<file path="src/sv/bitmap_block_allocator_macros.svh">
// Assertion helpers used by the allocator RTL.
`ifndef BITMAP_BLOCK_ALLOCATOR_MACROS_SVH
`define BITMAP_BLOCK_ALLOCATOR_MACROS_SVH

// Same-cycle implication, disabled while reset is asserted
`define BBA_ASSERT_IMP(lbl, clk, rstn, ante, cons, msg) \
    lbl: assert property (@(posedge clk) disable iff (!rstn) (ante) |-> (cons)) \
        else $error(msg);

// Next-cycle implication, disabled while reset is asserted
`define BBA_ASSERT_NXT(lbl, clk, rstn, ante, cons, msg) \
    lbl: assert property (@(posedge clk) disable iff (!rstn) (ante) |=> (cons)) \
        else $error(msg);

`endif

</file>
<file path="src/sv/bba_pkg.sv">
package bba_pkg;

    // Geometry of the bitmap
    localparam int MAX_BLOCKS = 65536;
    localparam int WORD_BITS  = 64;
    localparam int NUM_WORDS  = (MAX_BLOCKS + WORD_BITS - 1) / WORD_BITS;
    localparam int WIDX_W     = $clog2(WORD_BITS);
    localparam int ADDR_W     = $clog2(NUM_WORDS);

    // Field widths
    localparam int COUNT_W = 17;
    localparam int BLK_W   = 16;
    localparam int WN_W    = COUNT_W - WIDX_W;

    typedef logic [WORD_BITS-1:0] word_t;
    typedef logic [COUNT_W-1:0]   count_t;
    typedef logic [WN_W-1:0]      wnum_t;
    typedef logic [WIDX_W-1:0]    widx_t;
    typedef logic [ADDR_W-1:0]    addr_t;

    localparam count_t COUNT_MAX = '1;

    // Operation codes
    typedef enum logic [1:0] {
        OP_ALLOC  = 2'd0,
        OP_FREE   = 2'd1,
        OP_TEST   = 2'd2,
        OP_FORMAT = 2'd3
    } op_t;

    // Status codes
    localparam logic [1:0] STS_OK           = 2'd0;
    localparam logic [1:0] STS_NO_FREE      = 2'd1;
    localparam logic [1:0] STS_RANGE        = 2'd2;
    localparam logic [1:0] STS_ALREADY_FREE = 2'd3;

    // Configuration register indexes
    localparam logic [1:0] CFG_TOTAL    = 2'd0;
    localparam logic [1:0] CFG_RESERVED = 2'd1;

    // Free-bit search result
    typedef struct packed {
        logic  hit;
        widx_t idx;
    } find_t;

    // Bits of word w whose block number lies below n
    function automatic word_t low_mask(wnum_t w, count_t n);
        wnum_t lim;
        widx_t part;
        word_t m;
        lim  = wnum_t'(n >> WIDX_W);
        part = n[WIDX_W-1:0];
        if (w < lim) begin
            m = '1;
        end else if (w == lim) begin
            m = (word_t'(1) << part) - word_t'(1);
        end else begin
            m = '0;
        end
        return m;
    endfunction

endpackage

</file>
<file path="src/sv/bba_find.sv">
// Lowest free bit of one bitmap word, limited to the managed blocks
module bba_find (
    input  bba_pkg::word_t data,
    input  bba_pkg::word_t valid_mask,
    output bba_pkg::find_t res
);
    import bba_pkg::*;

    word_t free_bits;
    word_t lowest;
    widx_t idx;

    // isolate the lowest set bit of the free set
    assign free_bits = ~data & valid_mask;
    assign lowest    = free_bits & (~free_bits + word_t'(1));

    // encode its position
    always_comb begin
        idx = '0;
        for (int i = 0; i < WORD_BITS; i++) begin
            if (lowest[i]) begin
                idx = idx | widx_t'(i);
            end
        end
    end

    assign res = {|free_bits, idx};

endmodule

</file>
<file path="config.mk">
export PLATFORM = sky130hd
export DESIGN_NAME = bba_find
export DESIGN_NICKNAME = d
export VERILOG_FILES = /design/src/sv/bitmap_block_allocator_macros.svh /design/src/sv/bba_pkg.sv /design/src/sv/bba_find.sv
export SDC_FILE = /design/constraint.sdc
export NUM_CORES = 1
export LEC_CHECK = 0
export BUFFER_PORTS_ARGS = -buffer_cell sky130_fd_sc_hd__buf_4
export CAP_MARGIN = 20
export CELL_PAD_IN_SITES_DETAIL_PLACEMENT = 0
export CELL_PAD_IN_SITES_GLOBAL_PLACEMENT = 1
export CORE_UTILIZATION = 28
export DETAILED_ROUTE_END_ITERATION = 10
export GPL_TIMING_DRIVEN = 0
export PLACE_DENSITY = 0.9
export REMOVE_ABC_BUFFERS = 1
export SLEW_MARGIN = 20
export SYNTH_ARGS = -nofsm -noshare
export SYNTH_HDL_FRONTEND = slang
export SYNTH_SLANG_ARGS = --single-unit
export TNS_END_PERCENT = 50
</file>
<file path="constraint.sdc">
create_clock -name vclk -period 3.76
set_input_delay 0.752 -clock vclk [all_inputs]
set_output_delay 0.752 -clock vclk [all_outputs]
set_load 0.05 [all_outputs]
</file>
==> results.sh <==
export IMPL_status="complete, no violations"
export IMPL_design_area_um2=2829
export IMPL_yosys_top_cells_area="nand2b_1 (22%), nor2b_1 (7.3%), nand4_1 (7.0%), nand2_1 (5.5%), nor3_1 (5.3%)"
export IMPL_path_cells="buf_4 -> nand2b_1 -> nand4_2 -> nor4_1 -> a21oi_1 -> o21ai_0 -> nor4_1 -> nand3_1 -> buf_4"
export IMPL_crit_path_end_kind="output pin"
export IMPL_rsz0062_at_grt="no"
export IMPL_gp_congestion=0.8478
export IMPL_slew_viol_final=0
export IMPL_hp_class="in2out"
export IMPL_cp_num_buf_inv=2
export IMPL_register_area_um2=0
export IMPL_rows=28
export IMPL_core_um2=5886
export IMPL_yosysTopAreaCell="nand2b_1"
export IMPL_pre_cts_ws_ns=-0.2342
export IMPL_synth_top_area_frac=0.2199
export IMPL_wl_per_cell_um=13.27
export IMPL_cp_arrival_ns=2.80
export IMPL_crit_fanout=8
export IMPL_crit_family="simple AND/OR/NAND/NOR gates"
export IMPL_required_ns=3.01
export IMPL_grt_pass1_vias=2243
export IMPL_syn_instance_count=272
export IMPL_timing_final_ws_setup_ns=0.2125
export IMPL_min_path_cells=4
export IMPL_drc=0
export IMPL_antenna_found_initial=0
export IMPL_placed_area_um2=2801
export IMPL_fin_crit_ns=3.548
export IMPL_tightest_slew_ns=0.5704
export IMPL_synth_cell_types=43
export IMPL_crit_slowest_cell="nor4_1"
export IMPL_p_per_area_nw_per_um2=99.50
export IMPL_syn_area_um2=1707
export IMPL_slew_headroom=0.6162
export IMPL_n_fill_cell=612
export IMPL_detail_route_antenna_nets=0
export IMPL_period_share=0.9435
export IMPL_initial_utilization=0.2900
export IMPL_n_sequential_cell=0
export IMPL_clock_fmax_ghz=0.2819
export IMPL_peakVddDrop_uv=59.78
export IMPL_nClkBuffers=0
export IMPL_num_vias=2479
export IMPL_synth_area_per_cell_um2=6.274
export IMPL_crit_cells=9
export IMPL_die_area_um2=6411
export IMPL_io_buffers=135
export IMPL_finalHoldViolCount=0
export IMPL_multi_input_area_um2=1677
export IMPL_synth_seq_area_share=0
export IMPL_dr_pass1_iters=6
export IMPL_postCtsHoldBufs=0
export IMPL_die_x_um=80.07
export IMPL_setup_viol=0
export IMPL_final_util=0.4807
export IMPL_critPathLaunchType="input port"
export IMPL_fp_dieH_um=80.07
export IMPL_drt_iter0_markers=124
export IMPL_grt_use_total=0.1876
export IMPL_totalWireLength_um=6408
export IMPL_overflow=0
export IMPL_crit_path_max_incr_delay_ns=0.61
export IMPL_via_per_inst=5.133
export IMPL_grt_start_max_net_pins=12
export IMPL_nets=538
export IMPL_grt_first_pass_wirelength_um=9832
export IMPL_place_detailed_hpwl_um=5663
export IMPL_cap_violations=0
export IMPL_io_pins=135
export IMPL_diodes=0
export IMPL_syn2layout_area_growth_pct=65.76
export IMPL_fin_setup_tns_ns=0
export IMPL_crit_type="in2out"
export IMPL_drive_gt1_frac=0.3775
export IMPL_p_leak_nw=1.246
export IMPL_ys_warn_count=0
==> layout make-up <==
class,count,area share
multi-input combinational,264,0.5927
inverter,6,0.007961
timing repair buffer,138,0.3662
tap,75,0.03317
==> layout by cell type, fill, tap and decap left out, drive strengths merged, types with 2 or more instances in the layout <==
cell type | synthesis | final
o22ai | 3 | 3
a21oi | 12 | 12
a21boi | 3 | 3
o21ai | 8 | 8
buf | 2 | 138
nand2b | 63 | 63
nor3 | 20 | 20
o32ai | 2 | 2
a41oi | 2 | 2
inv | 6 | 6
o211ai | 3 | 3
nor2b | 21 | 21
nand2 | 25 | 25
nand3b | 3 | 3
nor4 | 11 | 11
o31ai | 2 | 2
nor4b | 3 | 3
a211oi | 4 | 4
nor2 | 20 | 20
o21a | 2 | 2
a31oi | 7 | 7
nand4 | 21 | 21
nand3 | 18 | 18
==> per-stage QoR <==
stage | hold slack [ns] | cells | total power [mW]
floorplan | 1.962 | 270 | 0.1439
global placement | 1.932 | 480 | 0.2768
detailed placement | 1.920 | 480 | 0.2806
CTS | 1.927 | 483 | 0.2824
global route | 1.986 | 483 | 0.3068
finish | 1.940 | 483 | 0.2815
==> synthesized netlist by cell type, types with 3 or more instances <==
master    number
inv_1          6
nand4_1       19
nor4_1         7
nand2b_1      60
o21ai_0        8
o211ai_1       3
nand3b_1       3
nor3_1        18
nand2b_2       3
a211oi_1       4
nor2_1        20
a31oi_1        7
nand2_1       25
a21oi_1       12
a21boi_0       3
o22ai_1        3
nor4b_1        3
nor4_4         3
nand3_1       17
nor2b_1       20
==> layer usage <==
layer	GRT usage	wire length [um]
met3	0.004545	332
met1	0.2572	2973
met2	0.3359	3040
met5	0	0
met4	0.01786	61
==> cell families after synthesis <==
logic type,Yosys count,share of synthesized area
AND/OR/NAND/NOR,211,0.7727
AO/OA/AOI/OAI,53,0.2067
buffers and inverters,8,0.02053
==> repair_timing <==
| item | CTS | global route |
|---|---|---|
| pin swaps | 1 | 4 |
| resized for setup | 0 | 1 |
| setup endpoints to repair | 6 | 6 |
| setup buffers | 3 | 0 |
==> path summary, 6_finish.rpt <==
check,startpoint,to,slack [ns]
max,valid_mask[26],res[1],0.21
min,valid_mask[63],res[6],1.94
==> where the power goes <==
part           internal [mW]  total (mW)  switching [mW]
Clock                      0           0               0
Combinational          0.148       0.281           0.134
Sequential                 0           0               0
Total                  0.148       0.281           0.134
No activity file was read; power rests on OpenSTA's default activity.
